--- src/rtl/core/gpc_pkg.sv ---
package gpc_pkg;

   localparam int MAX_COLS       = 1024;
   localparam int COL_BITS       = $clog2(MAX_COLS);
   localparam int MAX_ROWS       = 65536;
   localparam int ROW_BITS       = $clog2(MAX_ROWS);
   localparam int COUNT_BITS     = 31;
   localparam int GRID_COLS_BITS = 11;
   localparam int GRID_ROWS_BITS = 17;
   localparam int QUEUE_DEPTH    = 4;
   localparam int QUEUE_PTR_BITS = $clog2(QUEUE_DEPTH);
   localparam int CSR_ADDR_BITS  = 3;
   localparam int CSR_DATA_BITS  = 32;

   localparam logic REG_GRID_COLS = 1'b0;
   localparam logic REG_GRID_ROWS = 1'b1;

   typedef struct packed {
      logic                obstacle;
      logic [COL_BITS-1:0] col;
      logic                top_row;
      logic                left_edge;
      logic                start;
      logic                last;
   } cell_type;

endpackage

--- src/rtl/core/gpc_queue.sv ---
module gpc_queue (
   input  logic              clock,
   input  logic              reset,
   input  logic              push,
   input  gpc_pkg::cell_type push_cell,
   output logic              full,
   input  logic              pop,
   output logic              valid,
   output gpc_pkg::cell_type pop_cell
);

   gpc_pkg::cell_type                  slot_ff [gpc_pkg::QUEUE_DEPTH];
   logic [gpc_pkg::QUEUE_PTR_BITS-1:0] wr_ptr_ff, rd_ptr_ff;
   logic [gpc_pkg::QUEUE_PTR_BITS:0]   count_ff, count_in;

   assign full     = (count_ff == (gpc_pkg::QUEUE_PTR_BITS+1)'(gpc_pkg::QUEUE_DEPTH));
   assign valid    = (count_ff != '0);
   assign pop_cell = slot_ff[rd_ptr_ff];

   always_comb begin
      count_in = count_ff;
      if (push && !pop) begin
         count_in = count_ff + (gpc_pkg::QUEUE_PTR_BITS+1)'(1);
      end else if (pop && !push) begin
         count_in = count_ff - (gpc_pkg::QUEUE_PTR_BITS+1)'(1);
      end
   end

   always_ff @(posedge clock) begin
      if (push) begin
         slot_ff[wr_ptr_ff] <= push_cell;
      end
      if (reset) begin
         wr_ptr_ff <= '0;
         rd_ptr_ff <= '0;
         count_ff  <= '0;
      end else begin
         if (push) begin
            wr_ptr_ff <= wr_ptr_ff + gpc_pkg::QUEUE_PTR_BITS'(1);
         end
         if (pop) begin
            rd_ptr_ff <= rd_ptr_ff + gpc_pkg::QUEUE_PTR_BITS'(1);
         end
         count_ff <= count_in;
      end
   end

   assert property (@(posedge clock) disable iff (reset) !(push && full))
      else $error("Queue written while full.");

   assert property (@(posedge clock) disable iff (reset) !(pop && !valid))
      else $error("Queue read while empty.");

endmodule

--- config.mk ---
export PLATFORM = sky130hd
export DESIGN_NAME = gpc_queue
export DESIGN_NICKNAME = d
export VERILOG_FILES = /design/src/rtl/core/gpc_pkg.sv /design/src/rtl/core/gpc_queue.sv
export SDC_FILE = /design/constraint.sdc
export NUM_CORES = 1
export LEC_CHECK = 0
export BUFFER_PORTS_ARGS = -buffer_cell sky130_fd_sc_hd__clkbuf_2
export CAP_MARGIN = 0
export CORE_MARGIN = 3
export CORE_UTILIZATION = 60
export CTS_BUF_LIST = sky130_fd_sc_hd__clkbuf_8 sky130_fd_sc_hd__clkbuf_16
export DETAILED_ROUTE_END_ITERATION = 7
export GPL_ROUTABILITY_DRIVEN = 1
export PLACE_DENSITY = 0.83
export SLEW_MARGIN = 20
export SYNTH_ARGS = -nofsm -noshare
export SYNTH_HDL_FRONTEND = slang
export SYNTH_SLANG_ARGS = --single-unit
--- constraint.sdc ---
create_clock -name clock -period 3.77 [get_ports clock]
set_input_delay 0.5655 -clock clock [delete_from_list [all_inputs] [get_ports clock]]
set_output_delay 0.5655 -clock clock [all_outputs]
set_load 0.1 [all_outputs]
==> results.toml <==
[worst_setup_path]
ff2ff_setup_slack_ns = 2.20
critPathCaptureType = "output pin"
rr_worst_depth = 3
worstPathCellList = "mux4_1 > clkbuf_2"
timing.rr.end = "slot_ff[2][8]"
timing.critical_path.from_type = "register"
cp_max_fo = 15
critical_path_arrival_ns = 2.33
critical_path.slowest_cell = "dfxtp_1"
setup.worst_path.end = "pop_cell[2]"
worst_r2r_startpoint = "wr_ptr_ff[0]"
timing.critical_path.slowest_cell_delay_ns = 0.96
timing.critical_path.required_ns = 3.20
crit_type = "reg -> out"

[cells_and_area]
post_route_cells_drive_above_1_share = 0.3432
final_nets = 189
antennaDiodeCount = 0
syn_to_final_growth_pct = 15.44
postLayoutCoreUtil = 0.7364
nFillCells = 242

[synthesis]
synth-seq-cells = 69
postSynthAreaPerCell_um2 = 21.52
netlist_area_um2 = 2625
ys_top_cells_by_area = "edfxtp_1 69%, mux4_2 8.6%, dfxtp_1 6.9%"
synth_cell_types = 21
yosys_warnings = 0
yosysSeqAreaShare = 0.7550
count_of_mapped_cells_out_of_synthesis = 122
library_cell_with_the_largest_summed_area_after_synthesis = "edfxtp_1"
mappedNetlistNets = 147
yosys.area.top_type_share = 0.6864

[global_routing]
global_route.overflow_total = 0
antenna_found_initial = 0
grt_first_pass_wirelength_um = 6699
grt_util_all_layers = 0.1804
maximum_number_of_pins_on_one_net_before_global_route_repair = 16
via_count_of_the_first_global_routing_pass = 1366

[floorplan]
pin_count = 36
floorplan.die_area_um2 = 5205
die_h_um = 72.15
start_util = 0.6379
core_area_um2 = 4115
floorplan.rows = 23
chipWidth_um = 72.15

[placement]
preCtsSetupSlack_ns = 1.190
gp_congestion = 0.7376
io_port_bufs = 35
place.detailed.hpwl_um = 2650

[cts]
cts-htree-levels = 3
cts_buffers = 9
clock_insertion_delay_worst_skew_ns = 0.33
clk_path_buf_depth = 2
ctsRootBufferMaster = "clkbuf_8"
cts_sinks = 69
clk_pin_slew_worst_paths_ns = 0.07
cts_post_setup_buffers_inserted = 0
cts_hold_buf = 0
post_cts_resized = 0
tritoncts = "built"

[drt]
avgRoutedWirePerCell_um = 18.75
dr_total_vias = 1231
drt.antenna.violating_nets = 0
dr.first_iter.drc_count = 75
drtPass1Iterations = 4
detail_route.drc_violations = 0
via_density = 5.621
routed_wl_um = 4106

[timing]
final-setup-viol-count = 0
setup_slack_ns = 0.8722
final_hold_violation_count = 0
report.final.slew_viol_count = 0
fin_crit_sh = 0.7687
final.setup_skew_ns = 0.006951
grt_setup_unrepaired = "no"
worst-slew-pin-transition_ns = 0.9603
setup_tns_ns = 0
achievable-frequency_mhz = 345.1
period_minus_slack_ns = 2.898
timing.slew.headroom = 0.3589

[status]
status = "completed"

[power_and_ir_drop]
cellPowerDensity_nw_per_um2 = 621.2
leakage_nw = 1.105
vdd_ir_drop_max_mv = 0.3394

[flow_run]
max-cap-violations = 0

[hold_path]
hold_path_class = "in -> reg"
==> per-stage QoR <==
step | power, mW | instance area (um2) | cells | hold WS, ns
6_report | 1.882 | 3030 | 219 | 0.4502
4_1_cts | 1.899 | 3030 | 219 | 0.4334
3_3_place_gp | 1.277 | 2823 | 203 | 0.4710
3_5_place_dp | 1.288 | 2823 | 203 | 0.5143
5_1_grt | 1.953 | 3030 | 219 | 0.4449
2_1_floorplan | 1.230 | 2625 | 122 | 0.4614
==> how the worst min path moves through the flow <==
stage	depth (start not counted)	start	slack (ns)	endpoint
floorplan	2	count_ff[2]	0.46	count_ff[2]
global placement	2	count_ff[2]	0.47	count_ff[2]
detailed placement	2	count_ff[2]	0.51	count_ff[2]
CTS	1	push_cell[4]	0.43	slot_ff[1][4]
global route	1	push_cell[4]	0.44	slot_ff[0][4]
finish	1	push_cell[4]	0.45	slot_ff[1][4]
==> critical path: cells and delay by family (launching register included) <==
kind	cells	cell delay, ns
buffers and inverters	1	0.39
flip-flops	1	0.96
multiplexers	1	0.66
==> area by class of cell <==
type | count | area, um2 | area share
Inverter | 4 | 15.01 | 0.004955
Tap cell | 50 | 62.56 | 0.02064
Timing Repair Buffer | 35 | 175.2 | 0.05780
Multi-Input combinational cell | 45 | 588.1 | 0.1941
Sequential cell | 69 | 1982 | 0.6540
Clock buffer | 9 | 123.9 | 0.04088
Clock inverter | 7 | 83.83 | 0.02766
==> layer usage <==
layer | routed length, um | track usage
met1 | 1699 | 0.2154
met2 | 2147 | 0.3003
met3 | 199 | 0.05125
met4 | 60 | 0.09186
met5 | 0 | 0
==> cells in the mapped netlist, drive strengths merged <==
| cell | count |
|---|---|
| edfxtp | 60 |
| mux2i | 2 |
| o21ai | 1 |
| ha | 5 |
| xor2 | 3 |
| xnor2 | 2 |
| nor3b | 1 |
| or3 | 2 |
| buf | 3 |
| nand2 | 1 |
| mux4 | 15 |
| inv | 4 |
| and2 | 4 |
| a21oi | 1 |
| nor2 | 7 |
| fa | 1 |
| clkbuf | 1 |
| dfxtp | 9 |
==> sequential cells by signal, summed over array words and instances, names as in the netlist, named ones only <==
register and count:
slot_ff 60, count_ff 3, rd_ptr_ff 2, wr_ptr_ff 2
==> cells in the final DEF, fill, tap and decap left out <==
master      synthesis  routed
edfxtp_1           60      60
clkbuf_2            0      35
mux4_2             10      10
dfxtp_1             9       9
clkbuf_8            0       9
nor2_1              7       7
inv_1               4       6
mux4_1              5       5
ha_1                5       5
and2_1              4       4
xor2_1              3       3
or3_1               2       2
xnor2_1             2       2
mux2i_1             2       2
bufinv_16           0       2
nor3b_1             1       1
nand2_1             1       1
o21ai_0             1       1
a21oi_1             1       1
fa_1                1       1
clkinvlp_4          0       1
clkinv_2            0       1
clkinv_1            0       1
==> cell families after synthesis <==
logic type | Yosys count | share of synthesized area
AO/OA/AOI/OAI | 2 | 0.003809
XOR/XNOR | 5 | 0.01669
adder cells (fa/ha/maj) | 6 | 0.03146
buffers and inverters | 8 | 0.02097
flip-flops | 69 | 0.7550
multiplexers | 17 | 0.1435
AND/OR/NAND/NOR | 15 | 0.02860
==> power by group <==
group | internal, mW | switching [mW]
Combinational | 0.0800 | 0.283
Sequential | 0.875 | 0.0302
Clock | 0.364 | 0.250
(Power assumes the default switching activity.)
