## config.mk

```make
export PLATFORM = sky130hd
export DESIGN_NAME = gpc_front
export DESIGN_NICKNAME = d
export VERILOG_FILES = /design/src/rtl/core/gpc_pkg.sv /design/src/rtl/core/gpc_front.sv
export SDC_FILE = /design/constraint.sdc
export NUM_CORES = 1
export LEC_CHECK = 0
export BUFFER_PORTS_ARGS = -buffer_cell sky130_fd_sc_hd__buf_2
export CORE_UTILIZATION = 45
export CTS_CLUSTER_DIAMETER = 150
export DETAILED_ROUTE_END_ITERATION = 7
export PLACE_DENSITY = 0.71
export SLEW_MARGIN = 20
export SYNTH_ARGS = -nofsm -noshare
export SYNTH_HDL_FRONTEND = slang
export SYNTH_SLANG_ARGS = --single-unit
```

## constraint.sdc

```tcl
create_clock -name clock -period 5.6 [get_ports clock]
set_clock_uncertainty 0.05 [all_clocks]
set_input_delay 0.28 -clock clock [delete_from_list [all_inputs] [get_ports clock]]
set_output_delay 0.28 -clock clock [all_outputs]
set_load 0.02 [all_outputs]
```

## src/rtl/core/gpc_pkg.sv

```systemverilog
package gpc_pkg;

   localparam int MAX_COLS       = 1024;
   localparam int COL_BITS       = $clog2(MAX_COLS);
   localparam int MAX_ROWS       = 65536;
   localparam int ROW_BITS       = $clog2(MAX_ROWS);
   localparam int COUNT_BITS     = 31;
   localparam int GRID_COLS_BITS = 11;
   localparam int GRID_ROWS_BITS = 17;
   localparam int QUEUE_DEPTH    = 4;
   localparam int QUEUE_PTR_BITS = $clog2(QUEUE_DEPTH);
   localparam int CSR_ADDR_BITS  = 3;
   localparam int CSR_DATA_BITS  = 32;

   localparam logic REG_GRID_COLS = 1'b0;
   localparam logic REG_GRID_ROWS = 1'b1;

   typedef struct packed {
      logic                obstacle;
      logic [COL_BITS-1:0] col;
      logic                top_row;
      logic                left_edge;
      logic                start;
      logic                last;
   } cell_type;

endpackage

```

## src/rtl/core/gpc_front.sv

```systemverilog
module gpc_front (
   input  logic                                  clock,
   input  logic                                  reset,
   input  logic                                  restart,
   input  logic [gpc_pkg::GRID_COLS_BITS-1:0]    grid_cols,
   input  logic [gpc_pkg::GRID_ROWS_BITS-1:0]    grid_rows,
   input  logic                                  req_valid,
   input  logic                                  req_obstacle,
   output logic                                  req_stall,
   output logic                                  q_push,
   output gpc_pkg::cell_type                     q_cell,
   input  logic                                  q_full
);

   logic [gpc_pkg::COL_BITS-1:0] col_ff, col_in, cols_m1;
   logic [gpc_pkg::ROW_BITS-1:0] row_ff, row_in, rows_m1;
   logic                         accept, col_end, last;

   always_comb begin
      if (grid_cols == '0) begin
         cols_m1 = '0;
      end else if (grid_cols > gpc_pkg::GRID_COLS_BITS'(gpc_pkg::MAX_COLS)) begin
         cols_m1 = gpc_pkg::COL_BITS'(gpc_pkg::MAX_COLS - 1);
      end else begin
         cols_m1 = gpc_pkg::COL_BITS'(grid_cols - gpc_pkg::GRID_COLS_BITS'(1));
      end
      if (grid_rows == '0) begin
         rows_m1 = '0;
      end else if (grid_rows > gpc_pkg::GRID_ROWS_BITS'(gpc_pkg::MAX_ROWS)) begin
         rows_m1 = gpc_pkg::ROW_BITS'(gpc_pkg::MAX_ROWS - 1);
      end else begin
         rows_m1 = gpc_pkg::ROW_BITS'(grid_rows - gpc_pkg::GRID_ROWS_BITS'(1));
      end
   end

   assign accept    = req_valid && !q_full;
   assign req_stall = q_full;
   assign q_push    = accept;
   assign col_end   = (col_ff == cols_m1);
   assign last      = col_end && (row_ff == rows_m1);

   always_comb begin
      q_cell.obstacle  = req_obstacle;
      q_cell.col       = col_ff;
      q_cell.top_row   = (row_ff == '0);
      q_cell.left_edge = (col_ff == '0);
      q_cell.start     = (row_ff == '0) && (col_ff == '0);
      q_cell.last      = last;
   end

   always_comb begin
      col_in = col_ff;
      row_in = row_ff;
      if (accept) begin
         if (last) begin
            col_in = '0;
            row_in = '0;
         end else if (col_end) begin
            col_in = '0;
            row_in = row_ff + gpc_pkg::ROW_BITS'(1);
         end else begin
            col_in = col_ff + gpc_pkg::COL_BITS'(1);
         end
      end
   end

   always_ff @(posedge clock) begin
      if (reset || restart) begin
         col_ff <= '0;
         row_ff <= '0;
      end else begin
         col_ff <= col_in;
         row_ff <= row_in;
      end
   end

endmodule

```

==> metrics.txt <==
# TYPE chip_impl_metric gauge
chip_impl_metric{name="design.core.area",unit="um2"} 6870
chip_impl_metric{name="drt-total-wl",unit="um"} 8930
chip_impl_metric{name="flow.area_growth_from_synthesis",unit="%"} 7.60
chip_impl_metric{name="antenna_violations_before_repair",unit=""} 0
chip_impl_metric{name="drt-initial-drc-count",unit=""} 174
chip_impl_metric{name="worst-r2r-setup-slack",unit="ns"} 2.05
chip_impl_metric{name="period_share",unit=""} 0.682
chip_impl_metric{name="vdd_drop_max",unit="mV"} 0.104
chip_impl_metric{name="fp.dieArea",unit="um2"} 7520
chip_impl_metric{name="avgRoutedWirePerCell",unit="um"} 16.4
chip_impl_metric{name="fmax",unit="MHz"} 262
chip_impl_metric{name="initial_core_util",unit=""} 0.470
chip_impl_metric{name="whs_path_depth",unit=""} 4
chip_impl_metric{name="crit_arrival",unit="ns"} 3.89
chip_impl_info{name="synthDominantAreaCellType",value="dfxtp_1"} 1
chip_impl_metric{name="post-route-drc-count",unit=""} 0
chip_impl_info{name="rr_startpoint",value="col_ff[0]"} 1
chip_impl_info{name="synth.top_cells.by_area",value="dfxtp_1, xnor2_1, nor4_1"} 1
chip_impl_metric{name="share_of_the_core_filled_with_cells",unit=""} 0.506
chip_impl_metric{name="tightestPinTransition",unit="ns"} 1.07
chip_impl_metric{name="cts.sink_count",unit=""} 26
chip_impl_metric{name="worst-endpoint-required",unit="ns"} 5.67
chip_impl_metric{name="rr_worst_depth",unit=""} 8
chip_impl_metric{name="path_clk_slew",unit="ns"} 0.09
chip_impl_info{name="synth.cells.most_frequent",value="nand2_1, nor3_1, xnor2_1, dfxtp_1"} 1
chip_impl_metric{name="floorplan.die.width",unit="um"} 86.7
chip_impl_metric{name="number_of_distinct_library_cells_after_synthesis",unit=""} 73
chip_impl_metric{name="layout-drive-gt1-share",unit=""} 0.196
chip_impl_metric{name="yosysWarnings",unit=""} 0
chip_impl_info{name="crit_path_start_kind",value="input port"} 1
chip_impl_metric{name="cts_resized",unit=""} 0
chip_impl_metric{name="slew_headroom",unit=""} 0.281
chip_impl_metric{name="global_route.usage.total",unit=""} 0.244
chip_impl_metric{name="crit_fanout",unit=""} 15
chip_impl_metric{name="worst_slack",unit="ns"} 1.78
chip_impl_info{name="worst_hold_startpoint",value="req_valid"} 1
chip_impl_metric{name="pwr_cell_area",unit="nW/um2"} 114
chip_impl_metric{name="routability_congestion",unit=""} 0.904
chip_impl_metric{name="period_needed",unit="ns"} 3.82
chip_impl_metric{name="placement.io_buffers",unit=""} 48
chip_impl_metric{name="syn_nets",unit=""} 471
chip_impl_metric{name="post-dp-hpwl",unit="um"} 6840
chip_impl_info{name="timing_worst_setup_path_type",value="input port to flop"} 1
chip_impl_metric{name="n_fill_cell",unit=""} 675
chip_impl_metric{name="worstSkewPairLatency",unit="ns"} 0.27
chip_impl_metric{name="syn_inst",unit=""} 431
chip_impl_metric{name="static-leakage-power",unit="nW"} 1.06
chip_impl_metric{name="chipHeight",unit="um"} 86.7
chip_impl_metric{name="num_io_pins",unit=""} 51
chip_impl_metric{name="timing_max_transition_violations_final",unit=""} 0
chip_impl_info{name="status",value="finished, final reports clean"} 1
chip_impl_metric{name="yosys.area.top_type_share",unit=""} 0.161
chip_impl_metric{name="grt_pass1_wl",unit="um"} 14800
chip_impl_metric{name="post_synth.cell_area_avg",unit="um2"} 7.49
chip_impl_metric{name="cap_viol_max_count",unit=""} 0
chip_impl_metric{name="synth-edff-count",unit=""} 0
chip_impl_metric{name="grt_pass1_vias",unit=""} 3103
chip_impl_info{name="post-synth-top-count-cell",value="nand2_1"} 1
chip_impl_metric{name="drtPass1Iterations",unit=""} 4
chip_impl_metric{name="syn_area",unit="um2"} 3230
chip_impl_metric{name="via_per_inst",unit=""} 6.33
chip_impl_info{name="end_kind",value="flop"} 1
chip_impl_metric{name="final_net_count",unit=""} 490
chip_impl_metric{name="cts_buffer_depth",unit=""} 2
chip_impl_metric{name="timing.final.hold_violations",unit=""} 0
chip_impl_info{name="postSynth.topFlopCell",value="dfxtp_1"} 1
chip_impl_metric{name="finalSetupViolations",unit=""} 0
chip_impl_metric{name="detailroute.via_count",unit=""} 3445
chip_impl_metric{name="diodes_inserted",unit=""} 0
chip_impl_metric{name="grt_start_max_net_pins",unit=""} 27
chip_impl_metric{name="post-cts-setup-buffer-count",unit=""} 0
chip_impl_metric{name="worst_hold_slack",unit="ns"} 0.483
chip_impl_info{name="clock-root-buffer",value="clkbuf_8"} 1
chip_impl_info{name="r2r_end",value="row_ff[5]"} 1
chip_impl_metric{name="htreeDepth",unit=""} 1
chip_impl_metric{name="synth-seq-area-share",unit=""} 0.161
chip_impl_metric{name="synth_async_reset_ratio",unit=""} 0
chip_impl_metric{name="totalNegativeSetupSlack",unit="ns"} 0
chip_impl_info{name="min_to",value="col_ff[1]"} 1
chip_impl_info{name="grt_setup_unrepaired",value="false"} 1
chip_impl_metric{name="dp_slack",unit="ns"} 1.50
chip_impl_info{name="class_of_the_tightest_hold_or_removal_check",value="input port to flop"} 1
chip_impl_info{name="cts_tree",value="built"} 1
chip_impl_metric{name="drtAntennaViolNets",unit=""} 0
chip_impl_metric{name="numCtsBuffers",unit=""} 3
chip_impl_metric{name="postCtsHoldBufs",unit=""} 0
chip_impl_metric{name="synth.ff_latch_count",unit=""} 26
chip_impl_metric{name="grt.overflow.total",unit=""} 0
chip_impl_metric{name="row_count",unit=""} 30
[worst max-delay path by stage]
stage	startpoint	end	slack, ns	cells past startpoint
after floorplan	grid_rows[0]	row_ff[10]	2.50	12
after global routing	grid_rows[0]	row_ff[6]	1.46	11
after detailed placement	grid_rows[0]	row_ff[5]	1.50	11
after CTS	grid_rows[0]	row_ff[5]	1.78	11
after global placement	grid_rows[0]	row_ff[6]	1.60	11
final	grid_rows[0]	row_ff[5]	1.78	11
[flip-flops by register name, summed over array words and instances (netlist names)]
| register | flops |
|---|---|
| col_ff | 10 |
| row_ff | 16 |
[cells in the final DEF (no fill, tap or decap), types with 16 or more instances in the layout]
master   instances
nor3_1          29
xnor2_1         28
inv_1           18
o21ai_0         16
dfxtp_1         26
a21oi_1         17
nor2_1          24
nand2_1         31
nor4_1          24
buf_2           48
[per-layer routing]
layer	routed length, um	global-route usage	up-vias
li1	-	-	1681
met4	121	0.0606	0
met1	4220	0.344	1631
met2	4130	0.407	121
met5	0	0	-
met3	454	0.0133	12
[kinds of logic (layout without fill, tap and decap cells)]
kind of cell | Yosys count | count (layout) | share of synthesized area
xor+xnor | 39 | 39 | 0.106
mux | 5 | 5 | 0.0155
flops | 26 | 26 | 0.161
fa+ha+maj | 6 | 6 | 0.0233
compound gates | 91 | 91 | 0.206
buf+inv | 55 | 72 | 0.0740
simple gates | 209 | 209 | 0.414
[layout make-up]
type,count,area [um2],share of cell area
multi-input combinational,350,2470,0.711
clock buffer,3,41.3,0.0119
inverter,20,75.1,0.0216
timing repair buffer,49,248,0.0713
sequential,26,520,0.150
tap,96,120,0.0346
[where the power goes]
part / internal, mW / switching [mW]
clock network: 0.0483 / 0.0594
registers: 0.185 / 0.00109
logic: 0.0362 / 0.0667
total: 0.270 / 0.127
[per-stage QoR]
stage	total power, mW	std cells	instance area, um2
floorplan	0.257	431	3230
global placement	0.289	541	3430
detailed placement	0.291	541	3430
CTS	0.397	544	3470
global route	0.417	544	3470
finish	0.397	544	3470
[critical path: stages]
cell,delay [ns]
buf_2,0.12
inv_1,0.08
ha_1,0.22
or4b_1,0.69
nor4_1,0.50
nor2_1,0.09
or4_1,0.51
o211ai_1,0.16
nand4_2,0.18
nor4_4,0.95
nor3_1,0.10
Note: power is estimated with default switching activity, not from simulation.
